<file path="config.mk">
export PLATFORM = sky130hd
export DESIGN_NAME = three_level_priority_queue_top
export DESIGN_NICKNAME = d
export VERILOG_FILES = /design/src/design/tlpq_pkg.sv /design/src/design/three_level_priority_queue_top.sv /design/src/design/tlpq_level_fifo.sv
export VERILOG_INCLUDE_DIRS = /design/src /design/src/design
export SDC_FILE = /design/constraint.sdc
export NUM_CORES = 1
export LEC_CHECK = 0
export BUFFER_PORTS_ARGS = -buffer_cell sky130_fd_sc_hd__buf_2
export CORE_AREA = 2 2 517 416
export CTS_CLUSTER_DIAMETER = 80
export DETAILED_ROUTE_END_ITERATION = 7
export DIE_AREA = 0 0 519 418
export GPL_ROUTABILITY_DRIVEN = 0
export PLACE_DENSITY_LB_ADDON = 0.08
export SYNTH_ARGS = -nofsm -noshare
export SYNTH_HDL_FRONTEND = slang
export SYNTH_SLANG_ARGS = --single-unit
</file>
<file path="constraint.sdc">
create_clock -name clock -period 5.6 [get_ports clock]
set_input_delay 1.12 -clock clock [delete_from_list [all_inputs] [get_ports clock]]
set_output_delay 1.12 -clock clock [all_outputs]
set_load 0.02 [all_outputs]
</file>
<file path="src/design/three_level_priority_queue_top_assert.svh">
// three_level_priority_queue_top_assert.svh: assertion macros for the priority queue top level
// no dependencies; included by three_level_priority_queue_top.sv
`ifndef THREE_LEVEL_PRIORITY_QUEUE_TOP_ASSERT_SVH
`define THREE_LEVEL_PRIORITY_QUEUE_TOP_ASSERT_SVH

// antecedent implies consequent in the same cycle
`define TLPQ_ASSERT_SAME(label, ante, cons, msg) \
   label: assert property (@(posedge clock) disable iff (reset) (ante) |-> (cons)) \
      else $error(msg);

// antecedent implies consequent in the next cycle
`define TLPQ_ASSERT_NEXT(label, ante, cons, msg) \
   label: assert property (@(posedge clock) disable iff (reset) (ante) |=> (cons)) \
      else $error(msg);

`endif

</file>
<file path="src/design/tlpq_pkg.sv">
// tlpq_pkg.sv: shared constants, types and the priority pick for the priority queue
// no dependencies; used by tlpq_level_fifo and three_level_priority_queue_top
package tlpq_pkg;

   localparam int DATA_WIDTH_DEF  = 32;
   localparam int LEVEL_DEPTH_DEF = 16;
   localparam int NUM_LEVELS      = 3;
   localparam int LEVEL_W         = 2;
   localparam int STATUS_W        = 2;

   typedef logic [LEVEL_W-1:0]    level_type;
   typedef logic [STATUS_W-1:0]   status_type;
   typedef logic [NUM_LEVELS-1:0] level_mask_type;

   localparam logic      MODE_PUSH = 1'b0;
   localparam logic      MODE_POP  = 1'b1;

   localparam level_type LEVEL_LOW    = 2'd0;
   localparam level_type LEVEL_NORMAL = 2'd1;
   localparam level_type LEVEL_HIGH   = 2'd2;

   localparam status_type STATUS_DONE      = 2'd0;
   localparam status_type STATUS_FULL_DROP = 2'd1;
   localparam status_type STATUS_POP_EMPTY = 2'd2;

   // per level operation request
   typedef struct packed {
      logic push;
      logic pop;
   } fifo_ctrl_type;

   // per level occupancy flags
   typedef struct packed {
      logic empty;
      logic full;
      logic last;
   } fifo_stat_type;

   // highest non-empty level; low when nothing is present
   function automatic level_type pick_top(input level_mask_type ne);
      level_type top;
      top = LEVEL_LOW;
      if (ne[LEVEL_HIGH]) begin
         top = LEVEL_HIGH;
      end else if (ne[LEVEL_NORMAL]) begin
         top = LEVEL_NORMAL;
      end
      return top;
   endfunction

endpackage

</file>
<file path="src/design/three_level_priority_queue_top.sv">
// three_level_priority_queue_top.sv: strict priority queue with three fifo levels
// depends on tlpq_pkg, tlpq_level_fifo and three_level_priority_queue_top_assert.svh
//
// Usage:
//   A transaction is taken at a rising edge with start high and busy low. req_mode
//   selects push (req_value stored at req_level, 0 low, 1 normal, 2 high) or pop
//   (head of the highest non-empty level removed; req_value and req_level ignored).
//   Each transaction gives one result: rsp_strobe is high for one cycle with
//   rsp_status (done, push dropped on a full level, pop on empty ignored) and the
//   front after the operation: rsp_head_value, rsp_head_level, rsp_not_empty.
//   A push to level 3 is ignored and reports done.
//   The request passes through the input register and the operation register into
//   the result register, whose output drives rsp_strobe.
//   Throughput: one transaction per cycle while reset is low; pointers and counts
//   are registered and each level's head comes from a registered memory read at the
//   next read pointer.
//   Reset: busy is high while reset is asserted; all levels are emptied at once.
//   The receiver cannot stall; results are never held back.
module three_level_priority_queue_top #(
   parameter int DATA_WIDTH  = tlpq_pkg::DATA_WIDTH_DEF,
   parameter int LEVEL_DEPTH = tlpq_pkg::LEVEL_DEPTH_DEF
) (
   input  logic                          clock,
   input  logic                          reset,
   input  logic                          start,
   output logic                          busy,
   input  logic                          req_mode,
   input  logic [DATA_WIDTH-1:0]         req_value,
   input  logic [tlpq_pkg::LEVEL_W-1:0]  req_level,
   output logic                          rsp_strobe,
   output logic [tlpq_pkg::STATUS_W-1:0] rsp_status,
   output logic [DATA_WIDTH-1:0]         rsp_head_value,
   output logic [tlpq_pkg::LEVEL_W-1:0]  rsp_head_level,
   output logic                          rsp_not_empty
);

   localparam int NL = tlpq_pkg::NUM_LEVELS;

   // input register
   logic                 a_valid_ff;
   logic                 a_mode_ff;
   logic [DATA_WIDTH-1:0] a_value_ff;
   tlpq_pkg::level_type  a_level_ff;

   // operation register
   logic                 b_valid_ff;
   tlpq_pkg::status_type b_status_ff, b_status_in;
   tlpq_pkg::level_type  b_top_ff, b_top_in;
   logic                 b_not_empty_ff, b_not_empty_in;

   // result register
   logic                  rsp_strobe_ff;
   tlpq_pkg::status_type  rsp_status_ff;
   logic [DATA_WIDTH-1:0] rsp_head_value_ff, rsp_head_value_in;
   tlpq_pkg::level_type   rsp_head_level_ff, rsp_head_level_in;
   logic                  rsp_not_empty_ff;

   tlpq_pkg::fifo_ctrl_type ctrl [NL];
   tlpq_pkg::fifo_stat_type stat [NL];
   logic [DATA_WIDTH-1:0]   head_data [NL];
   tlpq_pkg::level_mask_type ne_cur, ne_next;
   tlpq_pkg::level_type      top_cur;

   logic accept;

   assign busy   = reset;
   assign accept = start && !busy;

   always_ff @(posedge clock) begin
      if (reset) begin
         a_valid_ff <= 1'b0;
      end else begin
         a_valid_ff <= accept;
      end
      if (accept) begin
         a_mode_ff  <= req_mode;
         a_value_ff <= req_value;
         a_level_ff <= req_level;
      end
   end

   for (genvar l = 0; l < NL; l++) begin : g_level
      assign ne_cur[l] = !stat[l].empty;

      tlpq_level_fifo #(
         .DATA_WIDTH  (DATA_WIDTH),
         .LEVEL_DEPTH (LEVEL_DEPTH)
      ) u_fifo (
         .clock     (clock),
         .reset     (reset),
         .ctrl      (ctrl[l]),
         .wr_data   (a_value_ff),
         .head_data (head_data[l]),
         .stat      (stat[l])
      );
   end

   assign top_cur = tlpq_pkg::pick_top(ne_cur);

   always_comb begin
      for (int l = 0; l < NL; l++) begin
         ctrl[l] = '0;
      end
      b_status_in = tlpq_pkg::STATUS_DONE;
      ne_next     = ne_cur;
      if (a_valid_ff) begin
         if (a_mode_ff == tlpq_pkg::MODE_PUSH) begin
            // level 3 is not a queue: ignored with status done
            if (a_level_ff <= tlpq_pkg::LEVEL_HIGH) begin
               if (stat[a_level_ff].full) begin
                  b_status_in = tlpq_pkg::STATUS_FULL_DROP;
               end else begin
                  ctrl[a_level_ff].push = 1'b1;
                  ne_next[a_level_ff]   = 1'b1;
               end
            end
         end else if (ne_cur == '0) begin
            b_status_in = tlpq_pkg::STATUS_POP_EMPTY;
         end else begin
            ctrl[top_cur].pop = 1'b1;
            if (stat[top_cur].last) begin
               ne_next[top_cur] = 1'b0;
            end
         end
      end
      b_top_in       = tlpq_pkg::pick_top(ne_next);
      b_not_empty_in = |ne_next;
   end

   always_ff @(posedge clock) begin
      if (reset) begin
         b_valid_ff <= 1'b0;
      end else begin
         b_valid_ff <= a_valid_ff;
      end
      b_status_ff    <= b_status_in;
      b_top_ff       <= b_top_in;
      b_not_empty_ff <= b_not_empty_in;
   end

   // head registers already hold the front after the operation
   always_comb begin
      rsp_head_value_in = '0;
      rsp_head_level_in = tlpq_pkg::LEVEL_LOW;
      if (b_not_empty_ff) begin
         rsp_head_value_in = head_data[b_top_ff];
         rsp_head_level_in = b_top_ff;
      end
   end

   always_ff @(posedge clock) begin
      if (reset) begin
         rsp_strobe_ff <= 1'b0;
      end else begin
         rsp_strobe_ff <= b_valid_ff;
      end
      rsp_status_ff     <= b_status_ff;
      rsp_head_value_ff <= rsp_head_value_in;
      rsp_head_level_ff <= rsp_head_level_in;
      rsp_not_empty_ff  <= b_not_empty_ff;
   end

   assign rsp_strobe     = rsp_strobe_ff;
   assign rsp_status     = rsp_status_ff;
   assign rsp_head_value = rsp_head_value_ff;
   assign rsp_head_level = rsp_head_level_ff;
   assign rsp_not_empty  = rsp_not_empty_ff;

`include "three_level_priority_queue_top_assert.svh"

   `TLPQ_ASSERT_NEXT(a_result_follows, accept, ##2 rsp_strobe, "result strobe missing")
   `TLPQ_ASSERT_SAME(a_empty_front_zero, rsp_strobe && !rsp_not_empty, (rsp_head_value == '0) && (rsp_head_level == tlpq_pkg::LEVEL_LOW), "empty front not zero")
   `TLPQ_ASSERT_SAME(a_pop_empty_consistent, b_valid_ff && (b_status_ff == tlpq_pkg::STATUS_POP_EMPTY), !b_not_empty_ff, "pop on empty with elements present")
   `TLPQ_ASSERT_NEXT(a_push_fills, a_valid_ff && (a_mode_ff == tlpq_pkg::MODE_PUSH) && (a_level_ff <= tlpq_pkg::LEVEL_HIGH), b_not_empty_ff, "queue empty after push")

endmodule

</file>
<file path="src/design/tlpq_level_fifo.sv">
// tlpq_level_fifo.sv: one priority level, a circular buffer with a registered head read
// depends on tlpq_pkg for the control and status structs
module tlpq_level_fifo #(
   parameter int DATA_WIDTH  = tlpq_pkg::DATA_WIDTH_DEF,
   parameter int LEVEL_DEPTH = tlpq_pkg::LEVEL_DEPTH_DEF
) (
   input  logic                    clock,
   input  logic                    reset,
   input  tlpq_pkg::fifo_ctrl_type ctrl,
   input  logic [DATA_WIDTH-1:0]   wr_data,
   output logic [DATA_WIDTH-1:0]   head_data,
   output tlpq_pkg::fifo_stat_type stat
);

   localparam int PTR_W = $clog2(LEVEL_DEPTH);
   localparam int CNT_W = $clog2(LEVEL_DEPTH + 1);
   localparam logic [PTR_W-1:0] PTR_LAST  = PTR_W'(LEVEL_DEPTH - 1);
   localparam logic [CNT_W-1:0] CNT_FULL  = CNT_W'(LEVEL_DEPTH);
   localparam logic [CNT_W-1:0] CNT_ONE   = CNT_W'(1);

   logic [PTR_W-1:0]      rd_ptr_ff, rd_ptr_in;
   logic [PTR_W-1:0]      wr_ptr_ff, wr_ptr_in;
   logic [CNT_W-1:0]      count_ff, count_in;
   logic [DATA_WIDTH-1:0] mem_ff [LEVEL_DEPTH];
   logic [DATA_WIDTH-1:0] head_ff;

   always_comb begin
      rd_ptr_in = rd_ptr_ff;
      wr_ptr_in = wr_ptr_ff;
      count_in  = count_ff;
      if (ctrl.push) begin
         wr_ptr_in = (wr_ptr_ff == PTR_LAST) ? '0 : wr_ptr_ff + 1'b1;
         count_in  = count_ff + 1'b1;
      end else if (ctrl.pop) begin
         rd_ptr_in = (rd_ptr_ff == PTR_LAST) ? '0 : rd_ptr_ff + 1'b1;
         count_in  = count_ff - 1'b1;
      end
   end

   always_ff @(posedge clock) begin
      if (reset) begin
         rd_ptr_ff <= '0;
         wr_ptr_ff <= '0;
         count_ff  <= '0;
      end else begin
         rd_ptr_ff <= rd_ptr_in;
         wr_ptr_ff <= wr_ptr_in;
         count_ff  <= count_in;
      end
   end

   // head is read at the next read pointer; a push into an empty level forwards its data
   always_ff @(posedge clock) begin
      if (ctrl.push) begin
         mem_ff[wr_ptr_ff] <= wr_data;
      end
      if (ctrl.push && (wr_ptr_ff == rd_ptr_in)) begin
         head_ff <= wr_data;
      end else begin
         head_ff <= mem_ff[rd_ptr_in];
      end
   end

   assign head_data  = head_ff;
   assign stat.empty = (count_ff == '0);
   assign stat.full  = (count_ff == CNT_FULL);
   assign stat.last  = (count_ff == CNT_ONE);

endmodule
</file>
==> results of run 1 <==
-- worst max-delay path: cells and delay by family, from the launching register on --
| kind | cells | cell delay (ns) |
|---|---|---|
| fa+ha+maj | 1 | 0.26 |
| buf+inv | 3 | 0.74 |
| flops | 1 | 0.44 |
| simple gates | 4 | 2.06 |
-- synth_stat cells (15+ instances only) --
master,number
edfxtp_1,1571
mux4_2,384
clkbuf_1,98
dfxtp_1,96
nor2b_1,92
a211oi_1,66
mux2i_1,66
nor3_1,55
a21oi_1,53
nor2_1,52
buf_2,48
nand2_1,44
o21ai_0,38
a221oi_1,32
a22o_1,32
o22ai_1,31
ha_1,27
inv_1,15
-- power by group through the flow --
stage                     Clock [mW]  Combinational (mW)  Sequential, mW
after global placement             0                1.09            14.2
after floorplan                    0               0.338            14.2
after CTS                       11.9                1.11            13.9
after global routing            12.4                1.14            13.9
after detailed placement           0                1.10            14.2
final                           11.6                1.07            13.9
-- worst paths after layout --
| check | cells after the start | endpoint | from |
|---|---|---|---|
| setup / recovery | 8 | g_level[1].u_fifo.mem_ff[11][1]$_DFFE_PP_ | g_level[2].u_fifo.count_ff[0]$_SDFFE_PP0P_ |
| hold / removal | 0 | rsp_status[1]$_DFF_P_ | b_status_ff[1]$_SDFF_PN0_ |
| setup reg to reg | 8 | g_level[1].u_fifo.mem_ff[11][1]$_DFFE_PP_ | g_level[2].u_fifo.count_ff[0]$_SDFFE_PP0P_ |
| hold reg to reg | 0 | rsp_status[1]$_DFF_P_ | b_status_ff[1]$_SDFF_PN0_ |
-- routing by layer --
metal  part of all wire  up-vias  GRT usage
li1                   -    12711          -
met1               0.49    16574     0.2616
met2               0.44      818     0.2566
met3              0.048      205    0.02815
met4              0.018        2    0.03771
met5           0.000070        -          0
-- sequential cells by signal, indices dropped and copies added (netlist names), named ones only --
name                      count
g_level.u_fifo.rd_ptr_ff     12
a_mode_ff                     1
b_status_ff                   2
g_level.u_fifo.mem_ff      1536
rsp_strobe                    1
g_level.u_fifo.count_ff      15
rsp_status                    2
rsp_head_value               32
a_valid_ff                    1
b_top_ff                      2
b_valid_ff                    1
rsp_not_empty                 1
a_value_ff                   32
rsp_head_level                2
g_level.u_fifo.wr_ptr_ff     12
b_not_empty_ff                1
a_level_ff                    2
-- logic make-up (layout without fill, tap and decap cells) --
family | count (synthesis) | after routing
DFF | 1667 | 1667
muxes | 465 | 465
and+or+nand+nor | 301 | 301
AOI/OAI and AO/OA | 278 | 278
buffers and inverters | 180 | 538
adders and majority gates | 27 | 27
xor gates and xnor gates | 3 | 3
other | 0 | 10
-- area by class of cell --
class / instances / share of cell area
Antenna cell: 10 / 0.0003404
Clock buffer: 254 / 0.06800
Clock inverter: 76 / 0.009139
Inverter: 15 / 0.0007658
Multi-Input combinational cell: 1074 / 0.1870
Sequential cell: 1667 / 0.6682
Tap cell: 2830 / 0.04816
Timing Repair Buffer: 193 / 0.01831
-- stage by stage --
stage                     instance area, um^2  std cells  utilization
after floorplan                         63250       2921            -
after global placement                  67830       5779       0.3211
after detailed placement                67830       5779       0.3211
after CTS                               73500       6109       0.3480
after global routing                    73500       6109       0.3480
final                                   73520       6119       0.3481
==> results_dict.tcl, run 1 <==
set metrics [dict create \
    p_comb_frac 0.040 \
    fp.coreArea_mm2 0.2112 \
    p_sw_frac 0.2183 \
    muxShareOfSynthArea 0.1499 \
    hold_slack_ns 0.3334 \
    antenna_found_initial 18 \
    yosys.area.top_type "edfxtp_1" \
    synth_top_family_by_area "multiplexers" \
    synth-xor-area-share 0.0004154 \
    final_common_cell "edfxtp_1" \
    place_worst_setup_slack_ns 1.765 \
    wl_per_cell_um 30.49 \
    synth-edff-count 1571 \
    synth.ff_latch_count 1667 \
    synthFlopType "edfxtp_1" \
    hold_path_class "flop to flop" \
    drtIter0Drc 3122 \
    timing_worst_setup_path_type "flop to flop" \
    drt_wl_total_um 186600 \
    die_x_um 519 \
    num_rows 151 \
    area_delta_synth_final_pct 16.24 \
    synthArstFlopShare 0 \
    maxSlewHeadroom 0.1435 \
    cts_setup_buffers 0 \
    cts.repair.resized 0 \
    synth_fa_ha_area_frac 0.005341 \
    drc 0 \
    dieArea_mm2 0.2169 \
    slew_viol_final 0 \
    ios 77 \
    clk_latency_ns 0.80 \
    worstMarginPinSlew_ns 1.282 \
    grt_use_total 0.1716 \
    crit_fanout 22 \
    crit_chain "inv_1 -> ha_1 -> and4_1 -> nor4_2 -> buf_4 -> nand2_1 -> nor2_4 -> buf_4" \
    synth-compound-area-share 0.03013 \
    seq_power_share 0.524 \
    vias 30310 \
    synth.yosys.seq_area_share 0.7763 \
    numClockSinks 1667 \
    final.setup.tns_ns 0 \
    period_share 0.6881 \
    ant_nets 0 \
    rsz0062_at_grt "no" \
    end_kind "flop" \
    synth-simple-area-share 0.02595 \
    syn_area_mm2 0.06325 \
    grt_pass1_wl_um 259300 \
    cts-hold-fix-buffers 0 \
    max_cap_viol_count 0 \
    fmax_mhz 259.5 \
    p_clk_frac 0.436 \
    synth_top_area_share 0.7459 \
    status "finished, final reports clean" \
    drt_first_pass_iters 7 \
    synth.distinct_cells 47 \
    power.switching_mw 5.790 \
    syn_avg_cell_area_um2 21.65 \
    yosysWarnings 0 \
    setup_viol 0 \
    fill_cells 19737 \
    grt_pass1_vias 31437 \
    synth.area.top_cells "edfxtp_1 75%, mux4_2 14%, dfxtp_1 3.0%" \
    fin_skew_ns 0.02417 \
    seqCellArea_mm2 0.04913 \
    syn_nets 2986 \
    cts_tree "yes" \
    via_per_inst 4.953 \
    clkTransAtPathRegs_ns 0.06 \
    root_buffer "clkbuf_16" \
    intPower_mw 20.73 \
    die_height_um 418 \
    max_stage_delay_ns 0.75 \
    powerDensity_mw_per_mm2 360.8 \
    final_cell_mix "1571 x edfxtp_1, 384 x mux4_2, 186 x clkbuf_16, 110 x buf_4, 89 x nor2b_1" \
    multiInputGateArea_mm2 0.01375 \
    synthCells 2921 \
    required_ns 6.09 \
    slowest_stage "nor2_4" \
    place.detailed.hpwl_um 110800 \
    worstPathArrival_ns 4.35 \
    initial_core_util 0.2994 \
    total_power_mw 26.52 \
    layout-drive-gt1-share 0.2751 \
    p_leak_nw 22.01 \
    globalRouteOverflowTotal 0 \
    cts_made_buffers 179 \
    min_period_ns 3.854 \
    htreeDepth 4 \
    setup_ws_ns 1.746 \
    ir_drop_mv 0.3162 \
    hold_viol_final 0 \
    crit_top_cell "buf_4" \
    fin_nets 3195 \
    rrSetupSlack_ns 1.75 \
    grt_max_degree 69 \
    portBuffers 76 \
    critical_path.startpoint_type "flop" \
    clk_path_buf_depth 3 \
]
(Power assumes the default switching activity.)
==> run 2: changes to the inputs <==
==> constraint.sdc (replaced) <==
create_clock -name clock -period 3.5 [get_ports clock]
set_input_delay 0.7 -clock clock [delete_from_list [all_inputs] [get_ports clock]]
set_output_delay 0.7 -clock clock [all_outputs]
set_load 0.02 [all_outputs]
==> run 2 against run 1 <==
  * Global-route usage fell by 0.50 points
  * Count of clock-buffer cells in the layout fell by 23
  * Utilization rose by 0.69 points
  * First-iteration DRC count fell by 1.5%
  * Clock power rose by 59%
  * Maximum frequency rose by 32%
  * Clock skew rose by 0.0074 ns
  * Non-clock buffer count rose by 112
  * Sequential cell count did not move
  * Final area rose by 2.0%
==> results_dict.tcl, run 2 (same netlist as run 1, synthesis figures left out) <==
set metrics [dict create \
    num_rows 151 \
    final_common_cell "edfxtp_1" \
    die_height_um 418 \
    root_buffer "clkbuf_16" \
    crit_path_start "g_level[2].u_fifo.count_ff[0]$_SDFFE_PP0P_" \
    worstMarginPinSlew_ns 1.285 \
    drt_first_pass_iters 5 \
    crit_chain "inv_1 -> ha_1 -> nand4_1 -> and4_1 -> nand2_1 -> nor3_4 -> buf_4" \
    rrSetupSlack_ns 0.57 \
    critical_path.startpoint_type "flop" \
    portBuffers 76 \
    final_cell_mix "1571 x edfxtp_1, 384 x mux4_2, 183 x clkbuf_16, 176 x buf_4, 89 x nor2b_1" \
    via_per_inst 4.962 \
    fmax_mhz 341.6 \
    max_stage_delay_ns 0.55 \
    dieArea_mm2 0.2169 \
    slowest_stage "buf_4" \
    largest_reg_flops 1536 \
    fin_skew_ns 0.03153 \
    grt_max_degree 49 \
    drtIter0Drc 3074 \
    area_delta_synth_final_pct 18.55 \
    crit_fanout 32 \
    min_period_ns 2.928 \
    place.detailed.hpwl_um 109600 \
    seq_power_share 0.521 \
    intPower_mw 33.36 \
    status "finished, final reports clean" \
    cts_setup_buffers 0 \
    initial_core_util 0.2994 \
    cts-hold-fix-buffers 0 \
    utilization 0.3550 \
    vias 30854 \
    p_sw_frac 0.2179 \
    ant_nets 0 \
    cts.repair.resized 0 \
    antenna_found_initial 15 \
    layout-drive-gt1-share 0.2999 \
    clk_latency_ns 0.79 \
    fp.coreArea_mm2 0.2112 \
    clkTransAtPathRegs_ns 0.06 \
    total_power_mw 42.66 \
    maxSlewHeadroom 0.1432 \
    p_comb_frac 0.045 \
    rsz0062_at_grt "no" \
    cts_tree "yes" \
    cts_made_buffers 178 \
    ios 77 \
    timing_worst_setup_path_type "flop to flop" \
    hold_viol_final 0 \
    regMostFlops "g_level.u_fifo.mem_ff" \
    hold_path_class "input pin to flop" \
    ir_drop_mv 0.4821 \
    min-delay-start "req_value[22]" \
    drt_wl_total_um 181600 \
    wl_per_cell_um 29.20 \
    r2r_start "g_level[2].u_fifo.count_ff[0]$_SDFFE_PP0P_" \
    grt_pass1_wl_um 254900 \
    grt_pass1_vias 32197 \
    p_leak_nw 22.66 \
    numClockSinks 1667 \
    end_kind "flop" \
    worstPathArrival_ns 3.33 \
    globalRouteOverflowTotal 0 \
    htreeDepth 4 \
    powerDensity_mw_per_mm2 568.9 \
    drc 0 \
    fin_nets 3306 \
    grt_use_total 0.1666 \
    p_clk_frac 0.434 \
    clk_path_buf_depth 3 \
    slew_viol_final 0 \
    die_x_um 519 \
    max_cap_viol_count 0 \
    period_share 0.8365 \
    setup_viol 0 \
    required_ns 3.90 \
    power.switching_mw 9.295 \
]
-- run 2: cell types whose count changed in the layout (fill, tap and decap cells not counted), moves of 3 or more --
cell / delta
buf_12: +46
buf_4: +66
bufinv_16: +3
clkbuf_1: -21
clkbuf_16: -3
clkinv_1: +11
clkinv_2: +5
clkinvlp_4: -4
diode_2: -6
inv_6: +3
nor3_2: -12
nor3_4: +12
-- run 2: final cells by class --
type                    count  area [um^2]
inverters                  15        56.30
flip-flops and latches   1667        49130
fillers                 19575       136200
repair buffers            305         2763
clock buffers             231         4860
multi-input cells        1074        13810
clock inverters            92        810.8
well taps                2830         3541
diodes                      4        10.01
-- run 2: power groups by stage --
stage / sequential, mW / combinational (mW) / clock, mW
after floorplan: 22.8 / 0.542 / 0
after global placement: 22.7 / 1.90 / 0
after detailed placement: 22.7 / 1.94 / 0
after CTS: 22.2 / 1.94 / 19.1
after global routing: 22.2 / 2.04 / 19.8
final: 22.2 / 1.90 / 18.5
-- run 2: final timing paths --
path                                               end  cells after the start
max          g_level[2].u_fifo.mem_ff[1][12]$_DFFE_PP_                      7
min                           a_value_ff[22]$_DFFE_PP_                      1
max reg2reg  g_level[2].u_fifo.mem_ff[1][12]$_DFFE_PP_                      7
min reg2reg                      rsp_status[1]$_DFF_P_                      0
-- run 2: through the flow --
step           cell area, um^2  setup WS [ns]  hold slack [ns]  cells  TNS [ns]
3_3_place_gp             69300         0.5633           0.3162   5891         0
2_1_floorplan            63360        -0.1752           0.3096   2921   -129.61
4_1_cts                  74970         0.5411          0.01228   6214         0
5_1_grt                  74970         0.3728          0.02701   6215         0
3_5_place_dp             69300         0.5775           0.3121   5891         0
6_report                 74980         0.5724          0.08754   6218         0
-- run 2: critical path, delay by kind of cell (launching register included) --
family | cells | cell delay (ns)
adder cells (fa/ha/maj) | 1 | 0.28
buffers and inverters | 2 | 0.68
flip-flops | 1 | 0.46
AND/OR/NAND/NOR | 4 | 1.05
-- run 2: metal layers --
metal / GRT usage / vias to the layer above / routed length, um
li1: - / 12942 / -
met1: 0.2468 / 16962 / 87400
met2: 0.2513 / 722 / 81080
met3: 0.03160 / 228 / 9046
met4: 0.04247 / 0 / 4066
met5: 0 / - / 0
==> run 3: changes to the inputs <==
==> constraint.sdc (replaced) <==
create_clock -name clock -period 2.8 [get_ports clock]
set_input_delay 0.56 -clock clock [delete_from_list [all_inputs] [get_ports clock]]
set_output_delay 0.56 -clock clock [all_outputs]
set_load 0.02 [all_outputs]
==> run 3 against run 2 <==
  * Register-to-register slack got worse by 0.49 ns
  * Combinational power increased by 29%
  * Utilization increased by 0.55 points
  * Highest routed layer is now met5
  * Critical path depth is 1 higher
  * Maximum frequency rose by 7.6%
==> results_dict.tcl, run 3 (same netlist as run 1, synthesis figures left out) <==
set metrics [dict create \
    status "finished, final reports clean" \
    final_cell_area_mm2 0.07614 \
    grt_max_degree 49 \
    slowest_stage "nor3_1" \
    ios 77 \
    max_cap_viol_count 0 \
    cp.depth 8 \
    grt_pass1_vias 32901 \
    grt-busiest-layer "met2" \
    met3_usage 0.03204 \
    clkTransAtPathRegs_ns 0.06 \
    max_stage_delay_ns 0.61 \
    wl_per_cell_um 29.93 \
    drtIter0Drc 3213 \
    cts_made_buffers 172 \
    multiInputGateArea_mm2 0.01387 \
    clk_path_buf_depth 3 \
    fill_cells 19470 \
    htreeDepth 4 \
    drc 0 \
    p_clk_frac 0.430 \
    antenna_found_initial 27 \
    hold_path_class "flop to flop" \
    maxSlewHeadroom 0.2556 \
    worstMarginPinSlew_ns 1.105 \
    regMostFlops "g_level.u_fifo.mem_ff" \
    grt_pass1_wl_um 261700 \
    vias 31277 \
    hold_viol_final 0 \
    drt_wl_total_um 188500 \
    place_area_mm2 0.07011 \
    p_sw_frac 0.2200 \
    final_common_cell "edfxtp_1" \
    fin_cells 6298 \
    portBuffers 76 \
    crit_top_cell "buf_4" \
    num_rows 151 \
    largest_reg_flops 1536 \
    die_height_um 418 \
    crit_chain "buf_12 -> buf_4 -> buf_4 -> mux4_2 -> o22ai_1 -> nor3_1 -> buf_4 -> a22o_1" \
    seq_power_share 0.524 \
    critical_path_buf_inv_count 4 \
    worstPathArrival_ns 3.42 \
    timing_worst_setup_path_type "flop to flop" \
    cts_tree "yes" \
    min_period_ns 2.722 \
    reg2reg_depth 8 \
    rsz0062_at_grt "no" \
    fin_nets 3376 \
    drt_first_pass_iters 7 \
    powerDensity_mw_per_mm2 696.5 \
    slew_viol_final 0 \
    cp_top_family "buffers and inverters" \
    crit_fanout 23 \
    seqCellArea_mm2 0.04914 \
    required_ns 3.50 \
    p_leak_nw 23.13 \
    hold_path_depth 0 \
    end_kind "flop" \
    gr-usage-met2 0.2686 \
    hold_slack_ns 0.3359 \
    intPower_mw 41.37 \
    period_share 0.9721 \
    dp.cells 5929 \
    setup_viol 0 \
    area_delta_synth_final_pct 20.39 \
    clk_latency_ns 0.81 \
    fmax_mhz 367.4 \
    via_per_inst 4.966 \
    final.setup.tns_ns 0 \
    ant_nets 0 \
    die_x_um 519 \
    fin_skew_ns 0.03544 \
    p_comb_frac 0.046 \
    initial_core_util 0.2994 \
    place.detailed.hpwl_um 115500 \
    grt_use_total 0.1736 \
    root_buffer "clkbuf_16" \
    numClockSinks 1667 \
    dieArea_mm2 0.2169 \
    final_cell_mix "1571 x edfxtp_1, 384 x mux4_2, 177 x buf_4, 176 x clkbuf_16, 91 x buf_12" \
    ir_drop_mv 0.5779 \
    power.switching_mw 11.67 \
    critical_path.startpoint_type "flop" \
    layout-drive-gt1-share 0.3113 \
    grtUsageMet1 0.2542 \
    fp.coreArea_mm2 0.2112 \
    globalRouteOverflowTotal 0 \
    total_power_mw 53.03 \
]
run 3: final cells by class:
| class | count | area share |
|---|---|---|
| flip-flops and latches | 1667 | 0.6454 |
| multi-input cells | 1074 | 0.1822 |
| clock buffers | 238 | 0.06327 |
| repair buffers | 381 | 0.05125 |
| well taps | 2830 | 0.04650 |
| clock inverters | 81 | 0.01030 |
| inverters | 15 | 0.0007395 |
| diodes | 12 | 0.0003944 |
run 3: power groups by stage:
stage | Sequential (mW) | Combinational [mW] | Clock [mW]
6_report | 27.8 | 2.46 | 22.8
5_1_grt | 27.8 | 2.62 | 24.5
4_1_cts | 27.8 | 2.56 | 23.5
3_5_place_dp | 28.3 | 2.51 | 0
3_3_place_gp | 28.3 | 2.47 | 0
2_1_floorplan | 28.5 | 0.681 | 0
run 3: worst paths after layout:
path	endpoint	slack [ns]	startpoint
worst min-delay path	rsp_status[0]$_DFF_P_	0.34	b_status_ff[0]$_SDFF_PP0_
worst min register to register	rsp_status[0]$_DFF_P_	0.34	b_status_ff[0]$_SDFF_PP0_
worst max register to register	rsp_head_value[6]$_SDFF_PN0_	0.08	flop
worst max-delay path	rsp_head_value[6]$_SDFF_PN0_	0.08	flop
run 3: through the flow:
step	utilization	setup slack (ns)
6_report	0.3605	0.07798
5_1_grt	0.3603	0.008207
4_1_cts	0.3603	0.04569
3_5_place_dp	0.3319	-0.1734
3_3_place_gp	0.3319	-0.1494
2_1_floorplan	-	-0.4523
run 3: repair_timing:
action / 4_1_cts / 5_1_grt
pin swaps: 1 / 0
endpoints found under the setup margin: 422 / 6
gates resized for setup: 2 / 2
hold buffers: 36 / 0
buffers inserted: 2 / 0
endpoints found under the hold margin: 36 / 0
run 3: layer usage:
layer	vias up	routed length, um
li1	13116	-
met1	17061	86970
met2	871	86650
met3	225	11450
met4	4	3431
met5	-	27
